## config.mk

```make
export PLATFORM = sky130hd
export DESIGN_NAME = vpe_sqrt
export DESIGN_NICKNAME = d
export VERILOG_FILES = /design/src/hw/rtl/vpe_pkg.sv /design/src/hw/rtl/vpe_sqrt.sv
export SDC_FILE = /design/constraint.sdc
export NUM_CORES = 1
export LEC_CHECK = 0
export BUFFER_PORTS_ARGS = -buffer_cell sky130_fd_sc_hd__buf_2
export CAP_MARGIN = 25
export CELL_PAD_IN_SITES_DETAIL_PLACEMENT = 0
export CELL_PAD_IN_SITES_GLOBAL_PLACEMENT = 1
export CORE_AREA = 2 2 118 120
export CTS_CLUSTER_SIZE = 24
export DETAILED_ROUTE_END_ITERATION = 6
export DIE_AREA = 0 0 120 122
export HOLD_SLACK_MARGIN = 0.08
export PLACE_DENSITY_LB_ADDON = 0.2
export SLEW_MARGIN = 10
export SYNTH_ARGS = -nofsm -noshare
export SYNTH_HDL_FRONTEND = slang
export SYNTH_SLANG_ARGS = --single-unit
```

## constraint.sdc

```tcl
create_clock -name clk -period 9 [get_ports clk]
set_clock_uncertainty 0.1 [all_clocks]
set_input_delay 2.7 -clock clk [delete_from_list [all_inputs] [get_ports clk]]
set_output_delay 2.7 -clock clk [all_outputs]
set_load 0.05 [all_outputs]
```

## src/hw/rtl/vpe_pkg.sv

```systemverilog
// Shared types, widths and helpers for the Verlet point and edge block.
// No dependencies.
`timescale 1ns / 1ps
package vpe_pkg;

  localparam int POS_W   = 24;          // Q15.8 coordinate
  localparam int IDX_W   = 6;
  localparam int LEN_W   = 23;
  localparam int CMD_W   = 2;
  localparam int WIDE_W  = 28;          // headroom for sums before saturation
  localparam int DIF_W   = POS_W + 1;   // coordinate difference
  localparam int MUL_W   = 25;          // serial multiplier operand width
  localparam int PROD_W  = 2 * MUL_W;
  localparam int ROOT_W  = PROD_W / 2;
  localparam int DEN_W   = ROOT_W + 1;  // 2*d
  localparam int TMAG_W  = 26;          // kept magnitude of the correction
  localparam int CFG_IDX_W = 1;
  localparam int CFG_DAT_W = 1;
  localparam int DEF_MAX_POINTS = 64;

  localparam logic [CFG_IDX_W-1:0] CFG_GRAVITY = 1'd0;
  localparam logic [CFG_IDX_W-1:0] CFG_BOXED   = 1'd1;

  localparam logic [CMD_W-1:0] CMD_LOAD  = 2'd0;
  localparam logic [CMD_W-1:0] CMD_INTEG = 2'd1;
  localparam logic [CMD_W-1:0] CMD_RELAX = 2'd2;
  localparam logic [CMD_W-1:0] CMD_READ  = 2'd3;

  typedef logic signed [POS_W-1:0]  pos_t;
  typedef logic signed [WIDE_W-1:0] wide_t;
  typedef logic signed [DIF_W-1:0]  dif_t;

  localparam wide_t POS_MIN   = -wide_t'(8388608);
  localparam wide_t POS_MAX   = wide_t'(8388607);
  localparam wide_t GRAV_STEP = wide_t'(64);     // 0.25 px
  localparam wide_t BOX_X_MAX = wide_t'(204800); // 800.0 px
  localparam wide_t BOX_Y_MAX = wide_t'(153600); // 600.0 px

  typedef struct packed {
    logic [CMD_W-1:0] command;
    logic [IDX_W-1:0] index_a;
    logic [IDX_W-1:0] index_b;
    pos_t             x_in;
    pos_t             y_in;
    logic [LEN_W-1:0] rest_length;
    logic             end_of_pass;
  } vpe_item_t;

  typedef struct packed {
    pos_t x_out;
    pos_t y_out;
    logic pass_done;
  } vpe_result_t;

  typedef struct packed {
    pos_t cx;
    pos_t cy;
    pos_t px;
    pos_t py;
  } vpe_point_t;

  function automatic pos_t sat_pos(input wide_t v);
    if (v < POS_MIN) return POS_MIN[POS_W-1:0];
    if (v > POS_MAX) return POS_MAX[POS_W-1:0];
    return v[POS_W-1:0];
  endfunction

  function automatic pos_t clamp_pos(input wide_t v, input logic boxed, input wide_t hi);
    if (!boxed) return sat_pos(v);
    if (v < 0) return '0;
    if (v > hi) return hi[POS_W-1:0];
    return v[POS_W-1:0];
  endfunction

endpackage

```

## src/hw/rtl/vpe_sqrt.sv

```systemverilog
// Bit-serial restoring integer square root, one root bit per cycle.
// Depends on vpe_pkg.
`timescale 1ns / 1ps
module vpe_sqrt import vpe_pkg::*; (
  input  logic              clk,
  input  logic              rst,
  input  logic              go,
  input  logic [PROD_W-1:0] radicand,
  output logic [ROOT_W-1:0] root,
  output logic              done
);
  localparam int CNT_W = $clog2(ROOT_W);
  localparam int REM_W = ROOT_W + 3;

  logic [PROD_W-1:0] rad;
  logic [REM_W-1:0]  rem;
  logic [CNT_W-1:0]  cnt;
  logic              run;
  logic [REM_W-1:0]  rsh;
  logic [REM_W-1:0]  trial;

  assign rsh   = {rem[REM_W-3:0], rad[PROD_W-1 -: 2]};
  assign trial = REM_W'({root, 2'b01});

  always_ff @(posedge clk) begin
    if (rst) begin
      run  <= 1'b0;
      done <= 1'b0;
      cnt  <= '0;
    end else begin
      done <= 1'b0;
      if (go) begin
        run  <= 1'b1;
        cnt  <= '0;
        rad  <= radicand;
        rem  <= '0;
        root <= '0;
      end else if (run) begin
        rad <= {rad[PROD_W-3:0], 2'b00};
        if (rsh >= trial) begin
          rem  <= rsh - trial;
          root <= {root[ROOT_W-2:0], 1'b1};
        end else begin
          rem  <= rsh;
          root <= {root[ROOT_W-2:0], 1'b0};
        end
        cnt <= cnt + 1'b1;
        if (cnt == CNT_W'(ROOT_W - 1)) begin
          run  <= 1'b0;
          done <= 1'b1;
        end
      end
    end
  end
endmodule

```

* After elaboration in Yosys (flattened, before gate mapping)
Index checks and enable logic that the tools add are counted.
** Cells by class
- Add/sub/neg operators :: 2
- $lt $le $gt $ge :: 1
- Equal/unequal tests :: 1
- Mux-type cells :: 10
- Bitwise operators :: 2
- Reduce and logical (&&, ||, !) cells :: 4
** Operators by type and width (count)
- 50-bit 2-to-1 mux :: 2
- 26-bit 2-to-1 mux :: 2
- 28-bit by 27-bit >= comparator with 1-bit output :: 1
- 26-bit subtractor :: 1
- 25-bit 2-to-1 mux :: 1
- 5-bit by 1-bit adder with 5-bit output (second input constant) :: 1
- 5-bit equality test (second input constant) :: 1
- 1-bit 2-to-1 mux :: 5
- 3-bit OR reduction :: 1
- 1-bit NOT :: 2
- 2-bit AND reduction :: 1
- 2-bit nonzero test :: 1
- 2-bit OR reduction :: 1
** Word-level totals
- Register bits :: 108
- Input bits :: 53
- Output and inout bits :: 26
- Logic and storage cells :: 26

* Logic depth before layout (Yosys ltp)
- Depth in word-level cells :: 4
- Mapped depth :: 12
- Mapped depth without buffers :: 9

* Least setup slack after synthesis
Ideal clock, no wire load.
- Path kind :: input-to-reg
- From :: input port go
- To :: register rad[0] (enable)
- Library setup time :: 563 ps
- Data arrival time :: 7532 ps
- Data required time :: 8337 ps
- Slack :: 805 ps
- Stages on the path :: 4
- Buffers on the path :: 2
- Cells stage by stage :: clkbuf_1 -> clkbuf_1 -> nor2_1 -> nor2_1
** On the way
- Cells in the longest elaborated chain, start to end :: 2
** RTL lines
- from (decl) :: line vpe_sqrt.sv:7 : input logic go,
- 2-bit nonzero test (no line)
- 2-bit AND reduction (no line)
- to (signal assigned) :: line vpe_sqrt.sv:35 : rad <= radicand;
- to (signal assigned) :: line vpe_sqrt.sv:39 : rad <= {rad[PROD_W-3:0], 2'b00};
- to (decl) :: line vpe_sqrt.sv:15 : logic [PROD_W-1:0] rad;
Every way passes these cells.
A chain may end at the register's enable or synchronous reset.

==> impl_results.md <==
* Initial core utilization at 44.48%
* Drt via density at 5.275
* Max Slew Vio Count at 0
* Total wire length at 11860 um
* Core box area at 13500 um^2
* Grt ovf at 0
* Nets at between 600 and 700
* Area grow syn2layout at 14.68%
* Clock root buffer master: clkbuf_16
* Max transition margin at between 50% and 60%
* Type of destination of the critical path: flip-flop
* Outcome: finished clean
* PnR worst setup slack at between 4 and 5 ns
* Sink Count at around 110
* Clock latency on the worst-skew pair at approximately 0.36 ns
* Die area at around 15000 um^2
* Slew at the pin closest to its max-slew limit at about 0.68 ns
* Mapped Cells at 530
* Pwr per Cell Area at slightly below 200 nW/um^2
* Antenna Cells at 0
* Hpwl dp at 8332 um
* Commonest cells post-synth: edfxtp_1, nor2_1, mux2_2, nand2_1, inv_1
* Syn Std Cell Area at approximately 6000 um^2
* I/O pin total at 79
* # hold bufs at CTS at 0
* Drt initial violations at between 200 and 250
* Count of cell types in the netlist at 61
* Seq/Total Area, Yosys at around 53%
* Total number of vias at roughly 4100
* Critical Path RT at ~9.0 ns
* # H-tree levels at 3
* Worst setup path class: in -> reg
* Drt first pass iters at 4
* First-pass GRT wire length at 19910 um
* Synth Register Bits at 108
* Share of cells above drive strength 1 at a little over a quarter
* MaxCap Viol Count at 0
* Port-buffer cells at 78
* CTS tree: built
* Hold/Removal Path Class: reg -> reg
* Dpl ws at around 4.3 ns
* Main synth FF type: edfxtp_1
* Wire length per cell at between 15 and 20 um
* LEAKAGE at 2.798 nW
* Crit path max fanout at 66
* Final Hold Viols at 0
* Critical Path AT at 4.34 ns
* Largest net degree at the start of global routing at 67
* Minimum clock period at around 4.3 ns
* Final setup fails at 0
* Synth top area cells: edfxtp_1, mux2_2, ha_1
* Drt drc at 0
* Crit path launch type: input pin
* Post-CTS Resized at 0
* Clock Tree Buf Depth at 2
* Post-synth EDFFs at 101
* Core Rows at 43
* Leading area contributor after synthesis: edfxtp_1
* Die Width at around 120 um
* CTS Buf Count at 9
* Worst-path clk slew at approximately 0.080 ns
* Final ANT Viol Nets at 0
* Fin crit share at about half
* Post-CTS setup buffer count at 0
* Synth warn at 0
* Worst vdd ir at between 90 and 100 uV
* Post-synth net total at 612
* Avg Inst Size Synth at 11.33 um^2
* Die Y at between 100 and 150 um
* RSZ-0062 raised after global routing: no
* Fmax at 0.2310 GHz
* Tot GR Track Use at approximately 17%
* Final setup TNS at 0 ns
* Final Wtd Congestion at ~0.83
* Vias in the first global route at 4216
* Top-area cell type share of the netlist area at 50.49%
* Initial antenna violation count at 0
* Synth async-reset ratio at 0%
* Most frequent cell after synthesis: edfxtp_1
## state kept, by name (all words and copies together) (netlist names)
name / count
run: 1
rad: 50
done: 1
cnt: 5
rem: 26
root: 25
## final cells by class
type                    instances  area [um^2]
flip-flops and latches        108         3173
well taps                     180        225.2
clock buffers                   9        225.2
inverters                      37        138.9
clock inverters                 7        91.34
fillers                      1235         6615
multi-input cells             363         2605
repair buffers                 82        430.4
## placed cells by master, fill, tap and decap left out, types with 4 or more instances in the layout
cell,count
o21ai_0,9
a21o_1,15
nor2b_1,5
buf_4,4
nand2_1,38
dfxtp_1,7
nor2_1,51
clkbuf_16,9
ha_1,29
and2_1,7
nand4_1,4
nor3_1,8
xor2_1,7
buf_2,77
a21oi_1,36
inv_1,37
or2_2,5
and3_1,5
xnor2_1,13
nand2b_1,4
mux2_2,48
a211oi_1,8
edfxtp_1,101
a31oi_1,4
nand3_1,14
## stage by stage
| step | total power (W) | cell area [um^2] | std cells | utilization, % | hold WS [ns] |
|---|---|---|---|---|---|
| 6_report | 0.001347 | 6889 | 786 | 51.01 | 0.4259 |
| 5_1_grt | 0.001417 | 6889 | 786 | 51.01 | 0.4643 |
| 4_1_cts | 0.001360 | 6889 | 786 | 51.01 | 0.4325 |
| 3_5_place_dp | 0.0009353 | 6573 | 770 | 48.67 | 0.4155 |
| 3_3_place_gp | 0.0009296 | 6558 | 769 | 48.56 | 0.4004 |
| 2_1_floorplan | 0.0008647 | 6007 | 530 | - | 0.3793 |
## report_power, final
part           total (W)  internal [W]  switching, W
combinational   0.000309      0.000125      0.000184
sequential      0.000614      0.000597     0.0000164
clock           0.000424      0.000224      0.000200
## final timing paths
kind	start	endpoint	slack [ns]	cells past startpoint
max	go	rem[24]$_SDFFCE_PP0P_	4.67	6
min	cnt[4]$_SDFFE_PP0P_	cnt[4]$_SDFFE_PP0P_	0.43	2
max reg2reg	rem[18]$_SDFFCE_PP0P_	rem[25]$_SDFFCE_PP0P_	5.93	9
min reg2reg	cnt[4]$_SDFFE_PP0P_	cnt[4]$_SDFFE_PP0P_	0.43	2
## cell families after synthesis
kind of cell / Yosys count / share of synthesized area, %
buffers and inverters: 59 / 3.937
adders and majority gates: 29 / 6.040
and+or+nand+nor: 162 / 13.58
muxes: 51 / 9.498
xor gates and xnor gates: 20 / 2.916
AOI/OAI and AO/OA: 101 / 11.21
DFF: 108 / 52.82
## critical path, cell delays in order
cell and delay (ns):
buf_4 0.43, buf_4 0.64, or2_2 0.23, nor2_1 0.04, mux2i_1 0.14, nand3_1 0.09
## metal layers
layer  track usage (%)  part of all wire (%)
met1             21.64                    46
met2             28.34                    48
met3             3.839                   4.5
met4             8.309                   2.1
met5                 0                     0
(Power assumes the default switching activity.)
