**src/hw/rtl/vpe_pkg.sv**
```systemverilog
// Shared types, widths and helpers for the Verlet point and edge block.
// No dependencies.
`timescale 1ns / 1ps
package vpe_pkg;

  localparam int POS_W   = 24;          // Q15.8 coordinate
  localparam int IDX_W   = 6;
  localparam int LEN_W   = 23;
  localparam int CMD_W   = 2;
  localparam int WIDE_W  = 28;          // headroom for sums before saturation
  localparam int DIF_W   = POS_W + 1;   // coordinate difference
  localparam int MUL_W   = 25;          // serial multiplier operand width
  localparam int PROD_W  = 2 * MUL_W;
  localparam int ROOT_W  = PROD_W / 2;
  localparam int DEN_W   = ROOT_W + 1;  // 2*d
  localparam int TMAG_W  = 26;          // kept magnitude of the correction
  localparam int CFG_IDX_W = 1;
  localparam int CFG_DAT_W = 1;
  localparam int DEF_MAX_POINTS = 64;

  localparam logic [CFG_IDX_W-1:0] CFG_GRAVITY = 1'd0;
  localparam logic [CFG_IDX_W-1:0] CFG_BOXED   = 1'd1;

  localparam logic [CMD_W-1:0] CMD_LOAD  = 2'd0;
  localparam logic [CMD_W-1:0] CMD_INTEG = 2'd1;
  localparam logic [CMD_W-1:0] CMD_RELAX = 2'd2;
  localparam logic [CMD_W-1:0] CMD_READ  = 2'd3;

  typedef logic signed [POS_W-1:0]  pos_t;
  typedef logic signed [WIDE_W-1:0] wide_t;
  typedef logic signed [DIF_W-1:0]  dif_t;

  localparam wide_t POS_MIN   = -wide_t'(8388608);
  localparam wide_t POS_MAX   = wide_t'(8388607);
  localparam wide_t GRAV_STEP = wide_t'(64);     // 0.25 px
  localparam wide_t BOX_X_MAX = wide_t'(204800); // 800.0 px
  localparam wide_t BOX_Y_MAX = wide_t'(153600); // 600.0 px

  typedef struct packed {
    logic [CMD_W-1:0] command;
    logic [IDX_W-1:0] index_a;
    logic [IDX_W-1:0] index_b;
    pos_t             x_in;
    pos_t             y_in;
    logic [LEN_W-1:0] rest_length;
    logic             end_of_pass;
  } vpe_item_t;

  typedef struct packed {
    pos_t x_out;
    pos_t y_out;
    logic pass_done;
  } vpe_result_t;

  typedef struct packed {
    pos_t cx;
    pos_t cy;
    pos_t px;
    pos_t py;
  } vpe_point_t;

  function automatic pos_t sat_pos(input wide_t v);
    if (v < POS_MIN) return POS_MIN[POS_W-1:0];
    if (v > POS_MAX) return POS_MAX[POS_W-1:0];
    return v[POS_W-1:0];
  endfunction

  function automatic pos_t clamp_pos(input wide_t v, input logic boxed, input wide_t hi);
    if (!boxed) return sat_pos(v);
    if (v < 0) return '0;
    if (v > hi) return hi[POS_W-1:0];
    return v[POS_W-1:0];
  endfunction

endpackage

```
**src/hw/rtl/vpe_mul.sv**
```systemverilog
// Bit-serial shift-add multiplier, one multiplier bit per cycle.
// Depends on vpe_pkg.
`timescale 1ns / 1ps
module vpe_mul import vpe_pkg::*; (
  input  logic              clk,
  input  logic              rst,
  input  logic              go,
  input  logic [MUL_W-1:0]  op_a,
  input  logic [MUL_W-1:0]  op_b,
  output logic [PROD_W-1:0] prod,
  output logic              done
);
  localparam int CNT_W = $clog2(MUL_W);

  logic [MUL_W:0]     hi;
  logic [MUL_W-1:0]   lo;
  logic [MUL_W-1:0]   mcand;
  logic [CNT_W-1:0]   cnt;
  logic               run;
  logic [MUL_W:0]     sum;

  assign sum  = lo[0] ? (hi + {1'b0, mcand}) : hi;
  assign prod = {hi[MUL_W-1:0], lo};

  always_ff @(posedge clk) begin
    if (rst) begin
      run  <= 1'b0;
      done <= 1'b0;
      cnt  <= '0;
    end else begin
      done <= 1'b0;
      if (go) begin
        run   <= 1'b1;
        cnt   <= '0;
        hi    <= '0;
        lo    <= op_b;
        mcand <= op_a;
      end else if (run) begin
        hi <= {1'b0, sum[MUL_W:1]};
        lo <= {sum[0], lo[MUL_W-1:1]};
        cnt <= cnt + 1'b1;
        if (cnt == CNT_W'(MUL_W - 1)) begin
          run  <= 1'b0;
          done <= 1'b1;
        end
      end
    end
  end
endmodule

```
**config.mk**
```make
export PLATFORM = sky130hd
export DESIGN_NAME = vpe_mul
export DESIGN_NICKNAME = d
export VERILOG_FILES = /design/src/hw/rtl/vpe_pkg.sv /design/src/hw/rtl/vpe_mul.sv
export SDC_FILE = /design/constraint.sdc
export NUM_CORES = 1
export LEC_CHECK = 0
export CAP_MARGIN = 40
export CORE_ASPECT_RATIO = 0.75
export CORE_MARGIN = 2
export CORE_UTILIZATION = 35
export DETAILED_ROUTE_END_ITERATION = 10
export DONT_BUFFER_PORTS = 1
export PLACE_DENSITY_LB_ADDON = 0.08
export SLEW_MARGIN = 20
export SYNTH_ARGS = -nofsm -noshare
export SYNTH_HDL_FRONTEND = slang
export SYNTH_SLANG_ARGS = --single-unit
```
**constraint.sdc**
```tcl
create_clock -name clk -period 3.45 [get_ports clk]
set_input_delay 0.1725 -clock clk [delete_from_list [all_inputs] [get_ports clk]]
set_output_delay 0.1725 -clock clk [all_outputs]
set_load 0.01 [all_outputs]
```
* Yosys cells after proc, flatten, opt, wreduce, memory -nomap -nowiden
Index checks and enable logic that the tools add are counted.
Word-level totals: bits in registers 82, output and inout port bits 51, logic and storage cells 24
Operators by class: add/sub/neg operators 2, equality and inequality tests 1, mux-type cells 8, bitwise logic cells 2, reduce and logical (&&, ||, !) cells 5
Operators with widths (count):
- 25-bit 2-to-1 mux | 3
- 25-bit by 25-bit adder with 26-bit output | 1
- 26-bit 2-to-1 mux | 1
- 5-bit by 1-bit adder with 5-bit output (second input constant) | 1
- 5-bit equality test (second input constant) | 1
- 1-bit 2-to-1 mux | 4
- 2-bit AND reduction | 2
- 3-bit OR reduction | 1
- 1-bit NOT | 2
- 2-bit nonzero test | 1
- 2-bit OR reduction | 1

* Logic depth before layout (Yosys ltp)
depth after elaboration 4, gate-level depth with buffers 9, mapped depth without buffers 9

* Worst setup path after synthesis
Ideal clock, no wire load.
path kind in2reg, from input go, to register hi[0], enable pin, setup time 0.458 ns, data arrival time 2.918 ns, path slack 0.075 ns, cell stages on the path 4, cell sequence clkbuf_1 > clkbuf_1 > nor2_1 > nor2_1
Between the ends: cells in the longest elaborated chain, start to end 2
RTL lines:
- start: declaration | RTL line vpe_mul.sv:7 | input logic go,
- 2-bit nonzero test (no line)
- 2-bit AND reduction (no line)
- end signal: assignment | RTL line vpe_mul.sv:39 | hi <= {1'b0, sum[MUL_W:1]};
- end: declaration | RTL line vpe_mul.sv:15 | logic [MUL_W:0] hi;
Every way passes these cells. A chain may end at the register's enable or synchronous reset.

* Worst setup path in the final report
from register hi[0], to register hi[17], data pin
Between the ends: cells in the longest elaborated chain, start to end 3
RTL lines:
- 25-bit by 25-bit adder with 26-bit output | RTL line vpe_mul.sv:22 | assign sum = lo[0] ? (hi + {1'b0, mcand}) : hi;
- 26-bit 2-to-1 mux | RTL line vpe_mul.sv:22
- 25-bit 2-to-1 mux | RTL line vpe_mul.sv:38 | end else if (run) begin
Every way passes these cells. The select of a mux whose other input is x is not followed.

==> flow_results.xml <==
<?xml version="1.0" encoding="UTF-8"?>
<metrics>
  <group name="synth">
    <metric name="synth_enable_flop_cells" unit="">75</metric>
    <metric name="postSynthRegisterBits" unit="">82</metric>
    <metric name="synth_nets" unit="">467</metric>
    <metric name="post_synth_main_area_contributors" unit="">edfxtp_1 49%, ha_1 7.4%, mux2_2 6.4%</metric>
    <metric name="synthSimpleGateAreaFrac" unit="">0.123</metric>
    <metric name="yosys.area_share.xor_xnor" unit="">0.0211</metric>
    <metric name="async_reset_ff_frac" unit="">0</metric>
    <metric name="synthesis.instances" unit="">386</metric>
    <metric name="synthesis.yosys.warnings" unit="">0</metric>
    <metric name="distinct_cells_synth" unit="">52</metric>
    <metric name="synthMuxAreaShare" unit="">0.0773</metric>
    <metric name="synthesis.area_per_instance" unit="sq um">11.8</metric>
    <metric name="synth-compound-area-share" unit="">0.157</metric>
    <metric name="synth_top_family_by_area" unit="">compound AO/OA/AOI/OAI gates</metric>
    <metric name="post_synthesis_sequential_area_ratio" unit="">0.524</metric>
    <metric name="syn-cell-area" unit="sq um">4570</metric>
    <metric name="synth_largest_area_cell" unit="">edfxtp_1</metric>
    <metric name="yosysTopAreaCellShare" unit="">0.493</metric>
    <metric name="synth_flop_cell" unit="">edfxtp_1</metric>
    <metric name="synth.cells.most_frequent" unit="">75 x edfxtp_1, 30 x nor2_1, 27 x ha_1</metric>
    <metric name="synthMostInstantiatedCell" unit="">edfxtp_1</metric>
    <metric name="synth_adder_area_share" unit="">0.0784</metric>
  </group>
  <group name="setup_path">
    <metric name="worst_ep_required_time" unit="ps">3540</metric>
    <metric name="setup.worst_path.class" unit="">flip-flop to flip-flop</metric>
    <metric name="worstPathArrival" unit="ps">2900</metric>
    <metric name="worst_setup_path_start_kind" unit="">flip-flop</metric>
    <metric name="crit_path_max_fanout" unit="">5</metric>
    <metric name="crit_path_end_kind" unit="">flip-flop</metric>
    <metric name="flop2flop_setup_slack" unit="ps">640</metric>
  </group>
  <group name="grt">
    <metric name="globalRouteTotalUtil" unit="">0.167</metric>
    <metric name="first_pass_grt_wire_length" unit="mm">17.5</metric>
    <metric name="grt_max_degree" unit="">45</metric>
    <metric name="via_count_of_the_first_global_routing_pass" unit="">3091</metric>
    <metric name="antenna_found_initial" unit="">0</metric>
    <metric name="grt-ovfl-total" unit="">0</metric>
  </group>
  <group name="clocking">
    <metric name="max-clock-path-buffers" unit="">2</metric>
    <metric name="clk-insertion-delay-late" unit="ps">340</metric>
    <metric name="cts-resized-gates" unit="">0</metric>
    <metric name="tritoncts" unit="">built</metric>
    <metric name="cts.htree.levels" unit="">3</metric>
    <metric name="clock_sinks" unit="">82</metric>
    <metric name="clk_pin_slew_worst_paths" unit="ps">60</metric>
    <metric name="cts-buffers-inserted" unit="">9</metric>
    <metric name="ctsRootBufferMaster" unit="">clkbuf_16</metric>
  </group>
  <group name="timing">
    <metric name="tightestPinTransition" unit="ps">769</metric>
    <metric name="timing.final.crit_share" unit="">0.814</metric>
    <metric name="slew-limit-headroom" unit="">0.486</metric>
    <metric name="finalMaxSlewViolations" unit="">0</metric>
    <metric name="hold_slack" unit="ps">33.6</metric>
    <metric name="max_freq" unit="MHz">356</metric>
    <metric name="clock_skew" unit="ps">8.51</metric>
    <metric name="number_of_setup_violations_in_the_final_report" unit="">0</metric>
    <metric name="timing.final.hold_violations" unit="">0</metric>
    <metric name="setup_tns" unit="ps">0</metric>
    <metric name="min_period" unit="ps">2810</metric>
    <metric name="grt_setup_unrepaired" unit="">false</metric>
  </group>
  <group name="outcome">
    <metric name="status" unit="">complete, no violations</metric>
  </group>
  <group name="run">
    <metric name="maxCapViolCount" unit="">0</metric>
  </group>
  <group name="pwr">
    <metric name="p_leak" unit="nW">1.94</metric>
    <metric name="combinationalPowerShare" unit="">0.187</metric>
    <metric name="total_switching_power" unit="mW">0.733</metric>
    <metric name="power.ir.vdd_worst" unit="uV">300</metric>
    <metric name="p_seq_frac" unit="">0.473</metric>
    <metric name="intPower" unit="mW">1.90</metric>
    <metric name="power-per-cell-area" unit="nW/um^2">494</metric>
    <metric name="switching_share" unit="">0.278</metric>
    <metric name="power_frac_clock" unit="">0.340</metric>
  </group>
  <group name="placed_design">
    <metric name="globalplace.congestion" unit="">0.837</metric>
    <metric name="dpl.hpwl" unit="mm">8.21</metric>
    <metric name="io_buffer_count" unit="">0</metric>
  </group>
  <group name="floorplanning">
    <metric name="die_w" unit="microns">136</metric>
    <metric name="top_level_port_count" unit="">104</metric>
    <metric name="core_area" unit="sq um">12900</metric>
    <metric name="core.rowCount" unit="">36</metric>
    <metric name="fp.dieH" unit="microns">103</metric>
    <metric name="initial_utilization" unit="">0.355</metric>
    <metric name="die_area" unit="sq um">14000</metric>
  </group>
  <group name="cells_and_area">
    <metric name="finish.net_count" unit="">496</metric>
    <metric name="area_delta_synth_final" unit="%">16.7</metric>
    <metric name="layout-drive-gt1-share" unit="">0.136</metric>
    <metric name="num_antenna_cells" unit="">0</metric>
    <metric name="final_util" unit="">0.414</metric>
  </group>
  <group name="routing">
    <metric name="detail-route-antenna-nets" unit="">0</metric>
    <metric name="routed_wire_length_per_instance" unit="microns">19.5</metric>
    <metric name="drt-total-wl" unit="mm">11.5</metric>
    <metric name="drt_iter0_drc" unit="">188</metric>
    <metric name="route.detailed.drc" unit="">0</metric>
    <metric name="dr.pass1.iters" unit="">4</metric>
    <metric name="avgViaCountPerCell" unit="">5.42</metric>
    <metric name="dr_total_vias" unit="">3205</metric>
  </group>
  <group name="hold_path">
    <metric name="hp-class" unit="">input port to flip-flop</metric>
  </group>
</metrics>
metrics by stage:
step / power (mW) / instance area, sq um / worst slack [ps] / instances
2_1_floorplan: 1.61 / 4570 / 74.5 / 386
3_3_place_gp: 1.73 / 4790 / 725 / 549
3_5_place_dp: 1.73 / 4790 / 676 / 549
4_1_cts: 2.67 / 5330 / 660 / 591
5_1_grt: 2.76 / 5330 / 516 / 591
6_report: 2.63 / 5330 / 642 / 591
timing repair:
item | in CTS | in global routing
hold endpoints to repair | 26 | 0
setup buffers | 0 | 0
hold buffers | 26 | 0
path summary, 6_finish.rpt:
path / startpoint / to / cells past startpoint
setup / recovery: hi[0]$_SDFFCE_PP0P_ / hi[17]$_SDFFCE_PP0P_ / 9
hold / removal: go / hi[2]$_SDFFCE_PP0P_ / 1
setup reg to reg: hi[0]$_SDFFCE_PP0P_ / hi[17]$_SDFFCE_PP0P_ / 9
hold reg to reg: cnt[4]$_SDFFE_PP0P_ / cnt[4]$_SDFFE_PP0P_ / 2
metal layers:
metal  global-route usage  part of all wire
met1                0.250              0.50
met4               0.0473             0.010
met5                    0                 0
met3               0.0506             0.068
met2                0.233              0.42
placed cells by master (no fill, tap or decap), types with 6 or more instances in the layout:
| cell type | count |
|---|---|
| edfxtp_1 | 75 |
| nor2_1 | 28 |
| ha_1 | 27 |
| mux2_2 | 26 |
| dlygate4sd3_1 | 26 |
| nand2_1 | 23 |
| a21oi_1 | 23 |
| o21ai_0 | 17 |
| a21o_1 | 12 |
| inv_1 | 10 |
| clkbuf_16 | 9 |
| nand4_1 | 8 |
| o211ai_1 | 7 |
| dfxtp_1 | 7 |
| mux2i_1 | 6 |
| xor2_1 | 6 |
| and3_1 | 6 |
| a32o_1 | 6 |
| nor3_1 | 6 |
| a211oi_1 | 6 |
| nand3_1 | 6 |
kinds of logic (layout without fill, tap and decap cells):
family	Yosys count	after routing
and+or+nand+nor	106	106
AOI/OAI and AO/OA	104	104
DFF	82	82
muxes	32	32
adders and majority gates	28	28
buffers and inverters	23	57
xor gates and xnor gates	11	11
worst max-delay path: stages (launching register included):
cell	delay (ps)
edfxtp_1	470
ha_1	260
inv_1	70
fa_1	210
nor2b_1	70
o31a_1	280
o21ai_2	280
a21boi_1	210
or4_1	440
a32o_1	270
sequential cells by signal (all words and copies together), names as in the netlist:
signal and flops:
cnt 5, done 1, hi 25, lo 25, mcand 25, run 1
area by class of cell:
cell class	instances	area, sq um
clock buffers	11	243
clock inverters	5	37.5
fillers	1267	7550
inverters	10	37.5
multi-input cells	281	2100
flip-flops and latches	82	2390
well taps	171	214
repair buffers	31	310
power groups by stage:
stage	logic, mW	clock network, mW	registers, mW
2_1_floorplan	0.366	0	1.25
3_3_place_gp	0.467	0	1.27
3_5_place_dp	0.466	0	1.27
4_1_cts	0.493	0.929	1.25
5_1_grt	0.546	0.961	1.26
6_report	0.492	0.895	1.24
Note: power is estimated with default switching activity, not from simulation.
