## src/hw/rtl/vpe_pkg.sv

```systemverilog
// Shared types, widths and helpers for the Verlet point and edge block.
// No dependencies.
`timescale 1ns / 1ps
package vpe_pkg;

  localparam int POS_W   = 24;          // Q15.8 coordinate
  localparam int IDX_W   = 6;
  localparam int LEN_W   = 23;
  localparam int CMD_W   = 2;
  localparam int WIDE_W  = 28;          // headroom for sums before saturation
  localparam int DIF_W   = POS_W + 1;   // coordinate difference
  localparam int MUL_W   = 25;          // serial multiplier operand width
  localparam int PROD_W  = 2 * MUL_W;
  localparam int ROOT_W  = PROD_W / 2;
  localparam int DEN_W   = ROOT_W + 1;  // 2*d
  localparam int TMAG_W  = 26;          // kept magnitude of the correction
  localparam int CFG_IDX_W = 1;
  localparam int CFG_DAT_W = 1;
  localparam int DEF_MAX_POINTS = 64;

  localparam logic [CFG_IDX_W-1:0] CFG_GRAVITY = 1'd0;
  localparam logic [CFG_IDX_W-1:0] CFG_BOXED   = 1'd1;

  localparam logic [CMD_W-1:0] CMD_LOAD  = 2'd0;
  localparam logic [CMD_W-1:0] CMD_INTEG = 2'd1;
  localparam logic [CMD_W-1:0] CMD_RELAX = 2'd2;
  localparam logic [CMD_W-1:0] CMD_READ  = 2'd3;

  typedef logic signed [POS_W-1:0]  pos_t;
  typedef logic signed [WIDE_W-1:0] wide_t;
  typedef logic signed [DIF_W-1:0]  dif_t;

  localparam wide_t POS_MIN   = -wide_t'(8388608);
  localparam wide_t POS_MAX   = wide_t'(8388607);
  localparam wide_t GRAV_STEP = wide_t'(64);     // 0.25 px
  localparam wide_t BOX_X_MAX = wide_t'(204800); // 800.0 px
  localparam wide_t BOX_Y_MAX = wide_t'(153600); // 600.0 px

  typedef struct packed {
    logic [CMD_W-1:0] command;
    logic [IDX_W-1:0] index_a;
    logic [IDX_W-1:0] index_b;
    pos_t             x_in;
    pos_t             y_in;
    logic [LEN_W-1:0] rest_length;
    logic             end_of_pass;
  } vpe_item_t;

  typedef struct packed {
    pos_t x_out;
    pos_t y_out;
    logic pass_done;
  } vpe_result_t;

  typedef struct packed {
    pos_t cx;
    pos_t cy;
    pos_t px;
    pos_t py;
  } vpe_point_t;

  function automatic pos_t sat_pos(input wide_t v);
    if (v < POS_MIN) return POS_MIN[POS_W-1:0];
    if (v > POS_MAX) return POS_MAX[POS_W-1:0];
    return v[POS_W-1:0];
  endfunction

  function automatic pos_t clamp_pos(input wide_t v, input logic boxed, input wide_t hi);
    if (!boxed) return sat_pos(v);
    if (v < 0) return '0;
    if (v > hi) return hi[POS_W-1:0];
    return v[POS_W-1:0];
  endfunction

endpackage

```

## src/hw/rtl/vpe_div.sv

```systemverilog
// Bit-serial restoring divider, unsigned, one quotient bit per cycle.
// Depends on vpe_pkg.
`timescale 1ns / 1ps
module vpe_div import vpe_pkg::*; (
  input  logic              clk,
  input  logic              rst,
  input  logic              go,
  input  logic [PROD_W-1:0] num,
  input  logic [DEN_W-1:0]  den,
  output logic [PROD_W-1:0] quo,
  output logic              done
);
  localparam int CNT_W = $clog2(PROD_W);

  logic [DEN_W-1:0] dv;
  logic [DEN_W:0]   rem;
  logic [DEN_W:0]   rsh;
  logic [CNT_W-1:0] cnt;
  logic             run;

  // quo shifts the dividend out at the top and the quotient in at the bottom
  assign rsh = {rem[DEN_W-1:0], quo[PROD_W-1]};

  always_ff @(posedge clk) begin
    if (rst) begin
      run  <= 1'b0;
      done <= 1'b0;
      cnt  <= '0;
    end else begin
      done <= 1'b0;
      if (go) begin
        run <= 1'b1;
        cnt <= '0;
        quo <= num;
        dv  <= den;
        rem <= '0;
      end else if (run) begin
        if (rsh >= {1'b0, dv}) begin
          rem <= rsh - {1'b0, dv};
          quo <= {quo[PROD_W-2:0], 1'b1};
        end else begin
          rem <= rsh;
          quo <= {quo[PROD_W-2:0], 1'b0};
        end
        cnt <= cnt + 1'b1;
        if (cnt == CNT_W'(PROD_W - 1)) begin
          run  <= 1'b0;
          done <= 1'b1;
        end
      end
    end
  end
endmodule

```

## config.mk

```make
export PLATFORM = sky130hd
export DESIGN_NAME = vpe_div
export DESIGN_NICKNAME = d
export VERILOG_FILES = /design/src/hw/rtl/vpe_pkg.sv /design/src/hw/rtl/vpe_div.sv
export SDC_FILE = /design/constraint.sdc
export NUM_CORES = 1
export LEC_CHECK = 0
export ABC_AREA = 1
export BUFFER_PORTS_ARGS = -buffer_cell sky130_fd_sc_hd__clkbuf_2
export CAP_MARGIN = 20
export CORE_ASPECT_RATIO = 0.75
export CORE_MARGIN = 2
export CORE_UTILIZATION = 50
export CTS_BUF_LIST = sky130_fd_sc_hd__clkbuf_8
export DETAILED_ROUTE_END_ITERATION = 8
export PLACE_DENSITY = 0.81
export SETUP_SLACK_MARGIN = 0.02
export SLEW_MARGIN = 20
export SYNTH_ARGS = -nofsm -noshare
export SYNTH_HDL_FRONTEND = slang
export SYNTH_SLANG_ARGS = --single-unit
```

## constraint.sdc

```tcl
create_clock -name clk -period 9.5 [get_ports clk]
set_input_delay 0.475 -clock clk [delete_from_list [all_inputs] [get_ports clk]]
set_output_delay 0.475 -clock clk [all_outputs]
set_load 0.03 [all_outputs]
```

* Word-level counts from Yosys, hierarchy flattened
Index checks and enable logic that the tools add are counted.
** Storage, ports and cells
- Flip-flop bits (word level) :: 110
- Input bits :: 79
- Output and inout bits :: 51
** Operators by class
- Add/subtract/negate cells :: 2
- Magnitude comparators :: 1
- Equality and inequality tests :: 1
- Mux-type cells :: 9
- Bitwise operators :: 2
- Reductions and logical operators :: 5
** Operators with widths (count)
- $mux 50 :: 2
- $mux 26 :: 2
- $ge 27x26->1 :: 1
- $sub 26x26->26 :: 1
- $add 6x1->6 const B :: 1
- $eq 6x6->1 const B :: 1
- $mux 1 :: 5
- $reduce_and 2->1 :: 2
- $reduce_or 3->1 :: 1
- $not 1->1 :: 2
- $reduce_bool 2->1 :: 1
- $reduce_or 2->1 :: 1

* Longest topological paths before layout
Gate-level depths: netlist of the first run.
- Word-level depth :: 4
- Mapped depth :: 15
- Mapped depth without buffers :: 15

* Worst setup path before layout of the first run
No wires, ideal clock.
- Kind :: input to register
- Start point :: in go
- End point :: reg quo[0] (enable)
- Library setup time :: 615 ps
- Arrival time :: 6344 ps
- Required time :: 8885 ps
- Slack :: 2541 ps
- Cell stages on the path :: 4
- Path buffers :: 2
- Path through :: buf_2 -> clkinv_1 -> buf_2 -> o21ai_0
** On the way
- Word-level cells in the longest chain between the ends :: 2
** Ends and longest elaborated chain
- start: declaration :: line vpe_div.sv:7 : input logic go,
- $reduce_bool 2->1 (no source line)
- $reduce_and 2->1 (no source line)
- end signal: assignment :: line vpe_div.sv:34 : quo <= num;
- end signal: assignment :: line vpe_div.sv:40 : quo <= {quo[PROD_W-2:0], 1'b1};
- end signal: assignment :: line vpe_div.sv:43 : quo <= {quo[PROD_W-2:0], 1'b0};
- end: declaration :: line vpe_div.sv:10 : output logic [PROD_W-1:0] quo,
No other way between the ends.
A chain may end at the register's enable or synchronous reset.

* Final worst setup path of the first run
- Start point :: reg rem[1]
- End point :: reg rem[17], data pin
** On the way
- Word-level cells in the longest chain between the ends :: 3
- Elaborated cells between the ends (all ways) :: 4
- Those cells by class :: 1 x add/sub; 1 x order compare; 2 x mux
** Ends and longest elaborated chain
- start: declaration :: line vpe_div.sv:16 : logic [DEN_W:0] rem;
- start signal: assignment :: line vpe_div.sv:39 : rem <= rsh - {1'b0, dv};
- start signal: assignment :: line vpe_div.sv:42 : rem <= rsh;
- $sub 26x26->26 / $ge 27x26->1 (equally long branches) :: line vpe_div.sv:39, vpe_div.sv:38
- $mux 26 * :: line vpe_div.sv:38 : if (rsh >= {1'b0, dv}) begin
- $mux 26 * :: line vpe_div.sv:37 : end else if (run) begin
Mark *: on every way between the ends. The rest lies on a longest branch, timed or not. The select of a mux whose other input is x is not followed.

==> results of run 1 <==
layout make-up:
| cell class | instances | area [um2] |
|---|---|---|
| clock buffers | 9 | 123.9 |
| clock inverters | 7 | 86.33 |
| fillers | 1188 | 5318 |
| inverters | 135 | 506.7 |
| multi-input cells | 586 | 2743 |
| flip-flops and latches | 110 | 3223 |
| well taps | 171 | 214.0 |
| repair buffers | 132 | 668.1 |
path summary, 6_finish.rpt:
kind	start	endpoint	slack, ps	cells after the start
setup / recovery	rem[1]	rem[17]	6630	11
hold / removal	den[21]	dv[21]	250	1
setup reg to reg	rem[1]	rem[17]	6630	11
hold reg to reg	cnt[5]	cnt[5]	460	2
per-layer routing:
metal / track usage, % / share of wire [%] / vias up / routed length (um)
li1: - / - / 2917 / -
met1: 33.41 / 49 / 2569 / 7411
met2: 31.23 / 44 / 159 / 6658
met3: 3.196 / 6.8 / 15 / 1039
met4: 5.048 / 0.97 / 0 / 148
met5: 0 / 0 / - / 0
flip-flops by register name, summed over array words and instances, names as in the netlist:
name / cells
quo: 50
run: 1
rem: 26
dv: 26
done: 1
cnt: 6
through the flow:
stage / setup slack [ps] / power, W
after floorplan: 2541 / 0.0009561
after global placement: 6334 / 0.001054
after detailed placement: 6277 / 0.001063
after CTS: 6686 / 0.001355
after global routing: 6472 / 0.001438
final: 6628 / 0.001355
report_power, final:
part,total (W),switching [W],internal (W)
clock,0.000294,0.000187,0.000107
combinational,0.000442,0.000298,0.000144
sequential,0.000618,0.0000248,0.000593
cells in the final DEF (no fill, tap or decap), types with 8 or more instances in the layout:
cell	instances
clkbuf_8	9
clkbuf_2	129
xor2_1	11
inv_1	134
o21ai_0	20
nor2_1	56
ha_1	28
nand2_1	366
edfxtp_1	102
nand3_1	34
a21oi_1	34
dfxtp_1	8
worst reg2reg max path, delay by kind of cell, from the launching register on:
kind | cells | cell delay [ps]
adder cells (fa/ha/maj) | 1 | 390
buffers and inverters | 1 | 40
flip-flops | 1 | 420
AND/OR/NAND/NOR | 9 | 1800
kinds of logic after synthesis:
group,Yosys count
xor gates and xnor gates,11
and+or+nand+nor,488
adders and majority gates,29
DFF,110
AOI/OAI and AO/OA,58
buffers and inverters,154
==> metrics.md, run 1 <==
| Metric | Value |
|---|---|
| Outcome | `finished clean` |
| End-of-flow core utilization | `58.72%` |
| Worst-Margin Slew | `a little over 1000 ps` |
| Hold Path Class | `in -> reg` |
| Unrepaired setup endpoints after global routing | `false` |
| DRC viols | `0` |
| Power Density | `179.1 nW/um2` |
| # H-tree levels | `3` |
| Crit path max-delay family | `simple AND/OR/NAND/NOR gates` |
| Post-cts repair resize count | `0` |
| Vias in the first global route | `4,757` |
| Max-slew violations | `0` |
| Unique masters post-synth | `32` |
| Antenna-violating nets left | `0` |
| CTS Buf Count | `9` |
| Total Wirelength | `around 15,000 um` |
| Setup Fix Bufs, Post-CTS | `0` |
| Cell row count | `36` |
| Worst Path Max Fanout | `30` |
| Adder-Cell Fraction of Synth Area | `5.654%` |
| DPL Wire Length | `11,350 um` |
| Port-buffer cells | `between 100 and 150` |
| Ant diodes | `0` |
| Dpl cells | `1,134` |
| CTS tree | `done` |
| Post-synth top cells | `366 x nand2_1, 134 x inv_1, 102 x edfxtp_1, 57 x nor2_1` |
| Synth Area in XOR/XNOR | `under 10%` |
| Top cells by area, synth | `edfxtp_1 47%, nand2_1 21%, inv_1 7.7%` |
| Synth Cell Area | `6550 um2` |
| Fin crit period | `approximately 2900 ps` |
| Seq/Total Area, Yosys | `roughly 50%` |
| Num Clock Sinks | `110` |
| # setup viols final | `0` |
| CP Buf/Inv Count | `1` |
| Slowest Stage Delay on Critical Path | `~530 ps` |
| Fin nets | `1,082` |
| Synthesis Warnings | `0` |
| Area Growth Syn to Fin | `15.49%` |
| Simple-gate area share of the yosys netlist | `30.01%` |
| Fin cells | `1,150` |
| Pre-antenna DRT Iters | `4` |
| Clock-pin slew on the worst setup and hold paths | `between 100 and 150 ps` |
| WP data arrival | `roughly 3000 ps` |
| Combinational family with the most area after synthesis | `simple AND/OR/NAND/NOR gates` |
| Die area | `14,040 um2` |
| Syn Inst Count | `850` |
| Total leakage power | `3.982 nW` |
| Most frequent CP cell | `nand2_1` |
| Die height | `roughly 100 um` |
| # IOs | `130` |
| Clock skew | `21.36 ps` |
| Setup tns final | `0 ps` |
| Max Cap Viol | `0` |
| Crit Path Class | `reg -> reg` |
| Post-synth EDFFs | `102` |
| Overall routing resource usage | `a little over a fifth` |
| Placed instance area | `7355 um2` |
| Max IR drop VDD | `0.1129 mV` |
| Type of element capturing the critical path | `flop` |
| Share of cells above drive strength 1 | `16.34%` |
| WP data required | `9650 ps` |
| Largest net degree at the start of global routing | `79` |
| Initial Utilization | `50.84%` |
| Final hold vios | `0` |
| Core area | `12,880 um2` |
| Finished Cell Area | `7565 um2` |
| Vias per inst | `about 5` |
| Worst-Skew Late Latency | `400 ps` |
| Top-count cell post-synth | `nand2_1` |
| Yosys top cell by area | `edfxtp_1` |
| WHS | `247.4 ps` |
| Initial antenna violation count | `0` |
| Critical Path Slowest Stage Cell | `nand3_2` |
| Final Wtd Congestion | `about 0.95` |
| Area share of the largest cell type after synthesis | `46.76%` |
| Seq cells post-synth | `110` |
| Die X | `~140 um` |
| Async set or reset register ratio after synthesis | `0%` |
| Max Fclk | `between 300 and 400 MHz` |
| CTS max path bufs | `2` |
| Via count | `5,660` |
| Crit-path cells | `ha_1, nand2_1, nand3_1, nand2_1, nand3_2, nand2_1, nand3_2, nand2_4, nand2_1, nand2_1, inv_1` |
| Slew headroom | `32.47%` |
| Overflow after GRT | `0` |
| First-pass GRT wire length | `23,410 um` |
| CP startpoint kind | `flop` |
| Final period utilization | `between 30% and 40%` |
| Synth Area in Compound Gates | `about 4.5%` |
| CTS Root Cell | `clkbuf_8` |
| Synthesized area per cell | `between 7 and 8 um2` |
| Number of DRC markers in iteration 0 | `449` |
| Mapped Nets | `958` |
| Multiplexer area fraction after synthesis | `0%` |
| Hold-fix buffers, CTS | `0` |
| Main synth FF type | `edfxtp_1` |
| Drt wl/cell | `13.27 um` |
No activity file was read; power rests on OpenSTA's default activity.
==> inputs of run 2 (changes only) <==
PLACE_DENSITY = 0.84   (was 0.81)
clock period = 2.45 ns   (was 9.5 ns; I/O delays follow)
==> metrics.md, run 2 (synthesis gave the netlist of run 1 again) <==
| Metric | Value |
|---|---|
| CTS max path bufs | `2` |
| Overflow after GRT | `0` |
| Fin nets | `1,126` |
| Ant diodes | `0` |
| DPL Wire Length | `11,440 um` |
| Vias in the first global route | `about 5,100` |
| Outcome | `finished clean` |
| Largest Register | `quo` |
| Vias per inst | `slightly below 5` |
| Max Cap Viol | `0` |
| Slew headroom | `46.41%` |
| DRC viols | `0` |
| Largest net degree at the start of global routing | `79` |
| Clock skew | `17.90 ps` |
| Die area | `about 14,000 um2` |
| Crit Path Class | `reg -> reg` |
| Num Clock Sinks | `110` |
| CTS tree | `done` |
| # H-tree levels | `3` |
| Slowest Stage Delay on Critical Path | `between 300 and 400 ps` |
| Final Wtd Congestion | `0.9682` |
| Max IR drop VDD | `0.2805 mV` |
| Overall routing resource usage | `22.70%` |
| Initial Utilization | `between 50% and 60%` |
| End-of-flow core utilization | `62.46%` |
| Cell row count | `36` |
| Area Growth Syn to Fin | `22.85%` |
| Core area | `12,880 um2` |
| Port-buffer cells | `129` |
| Final hold vios | `0` |
| Dpl cells | `1,141` |
| Most frequent cells in the layout | `364 x nand2_1, 135 x inv_1, 129 x clkbuf_2, 102 x edfxtp_1, 55 x nor2_1` |
| Max Fclk | `444.2 MHz` |
| Unrepaired setup endpoints after global routing | `false` |
| Antenna-violating nets left | `0` |
| Max-slew violations | `0` |
| Total leakage power | `4.163 nW` |
| Pre-antenna DRT Iters | `6` |
| First-pass GRT wire length | `about 25,000 um` |
| Fin crit period | `2251 ps` |
| Most frequent CP cell | `nand2_1` |
| Fill cell count | `1,164` |
| # IOs | `130` |
| WP data required | `~2600 ps` |
| Worst-Margin Slew | `about 800 ps` |
| Largest registers | `quo: 50 flops, dv: 26 flops, rem: 26 flops` |
| Die height | `103.1 um` |
| Clock-pin slew on the worst setup and hold paths | `120 ps` |
| Hold Path Class | `in -> reg` |
| Via count | `5,874` |
| CTS Buf Count | `9` |
| Worst-Skew Late Latency | `380 ps` |
| Crit path max-delay family | `simple AND/OR/NAND/NOR gates` |
| WP data arrival | `between 2000 and 2500 ps` |
| Drt wl/cell | `13.40 um` |
| CP startpoint kind | `flop` |
| Total Wirelength | `16,010 um` |
| CTS Root Cell | `clkbuf_8` |
| Share of cells above drive strength 1 | `17.20%` |
| Critical Path Slowest Stage Cell | `edfxtp_1` |
| Type of element capturing the critical path | `flop` |
| Max FFs per register | `50` |
| Power Density | `about 660 nW/um2` |
| Setup ws final | `198.7 ps` |
| Crit-path cells | `inv_1, ha_1, nand2_1, inv_1, nand2_1, nand2_1, inv_1, nand2_1, a21oi_1, nand3_2, buf_12, o21ai_0, nor2_1` |
| Die X | `136.2 um` |
| Fin cells | `1,194` |
| Most common cell after layout, fill and taps aside | `nand2_1` |
| Worst Path Max Fanout | `15` |
| Number of DRC markers in iteration 0 | `534` |
| Final period utilization | `91.89%` |
| # setup viols final | `0` |
| Initial antenna violation count | `0` |
| Setup tns final | `0 ps` |
| CP Buf/Inv Count | `4` |
| Setup WS pre-CTS | `between 150 and 200 ps` |
[run 2: cell count changes in the layout (fill, tap and decap cells not counted), sizes merged]
cell	previous run	this run
buf	3	10
clkinvlp	0	1
clkinv	3	2
dlygate4sd3	0	37
[run 2: path summary, 6_finish.rpt]
check / startpoint / to / slack (ps) / depth (start not counted)
hold reg to reg: cnt[5] / cnt[5] / 450 / 2
setup / recovery: dv[18] / rem[13] / 200 / 13
hold / removal: num[12] / quo[12] / 20 / 3
setup reg to reg: dv[18] / rem[13] / 200 / 13
[run 2: cell type report]
cell class | count | area [um2] | area share [%]
flip-flops and latches | 110 | 3223 | 40.06
repair buffers | 176 | 1116 | 13.87
multi-input cells | 586 | 2803 | 34.83
inverters | 135 | 506.7 | 6.298
clock inverters | 7 | 60.06 | 0.7464
clock buffers | 9 | 123.9 | 1.539
well taps | 171 | 214.0 | 2.659
[run 2: power by group]
group          total [W]  switching, W  internal (W)
Combinational    0.00185       0.00120      0.000656
Clock            0.00105      0.000664      0.000389
Sequential       0.00240     0.0000977       0.00230
[run 2: repair_timing]
action / in CTS / in global routing
buffers inserted: 0 / 0
setup endpoints to repair: 0 / 25
endpoints found under the hold margin: 36 / 1
hold buffers: 36 / 1
gates resized for setup: 0 / 13
[run 2: routing by layer]
metal / vias up / global-route usage (%) / wire (um)
met2: 205 / 34.52 / 7015
met4: 0 / 4.567 / 108
met3: 11 / 4.228 / 1165
met5: - / 0 / 0
li1: 3003 / - / -
met1: 2655 / 34.11 / 7716
[run 2: through the flow]
| stage | hold WS [ps] | total power, W | cell area, um2 |
|---|---|---|---|
| after floorplan | 221.4 | 0.003691 | 6561 |
| after global placement | 300.4 | 0.004140 | 7432 |
| after detailed placement | 301.1 | 0.004180 | 7432 |
| after CTS | 2.781 | 0.005269 | 7976 |
| after global routing | 3.612 | 0.005648 | 8046 |
| final | 17.12 | 0.005302 | 8046 |
[run 2: worst register-to-register path: cells and delay by family, from the launching register on]
family / cells / cell delay (ps)
AOI/OAI and AO/OA: 2 / 400
adders and majority gates: 1 / 350
buffers and inverters: 4 / 340
and+or+nand+nor: 6 / 570
DFF: 1 / 360
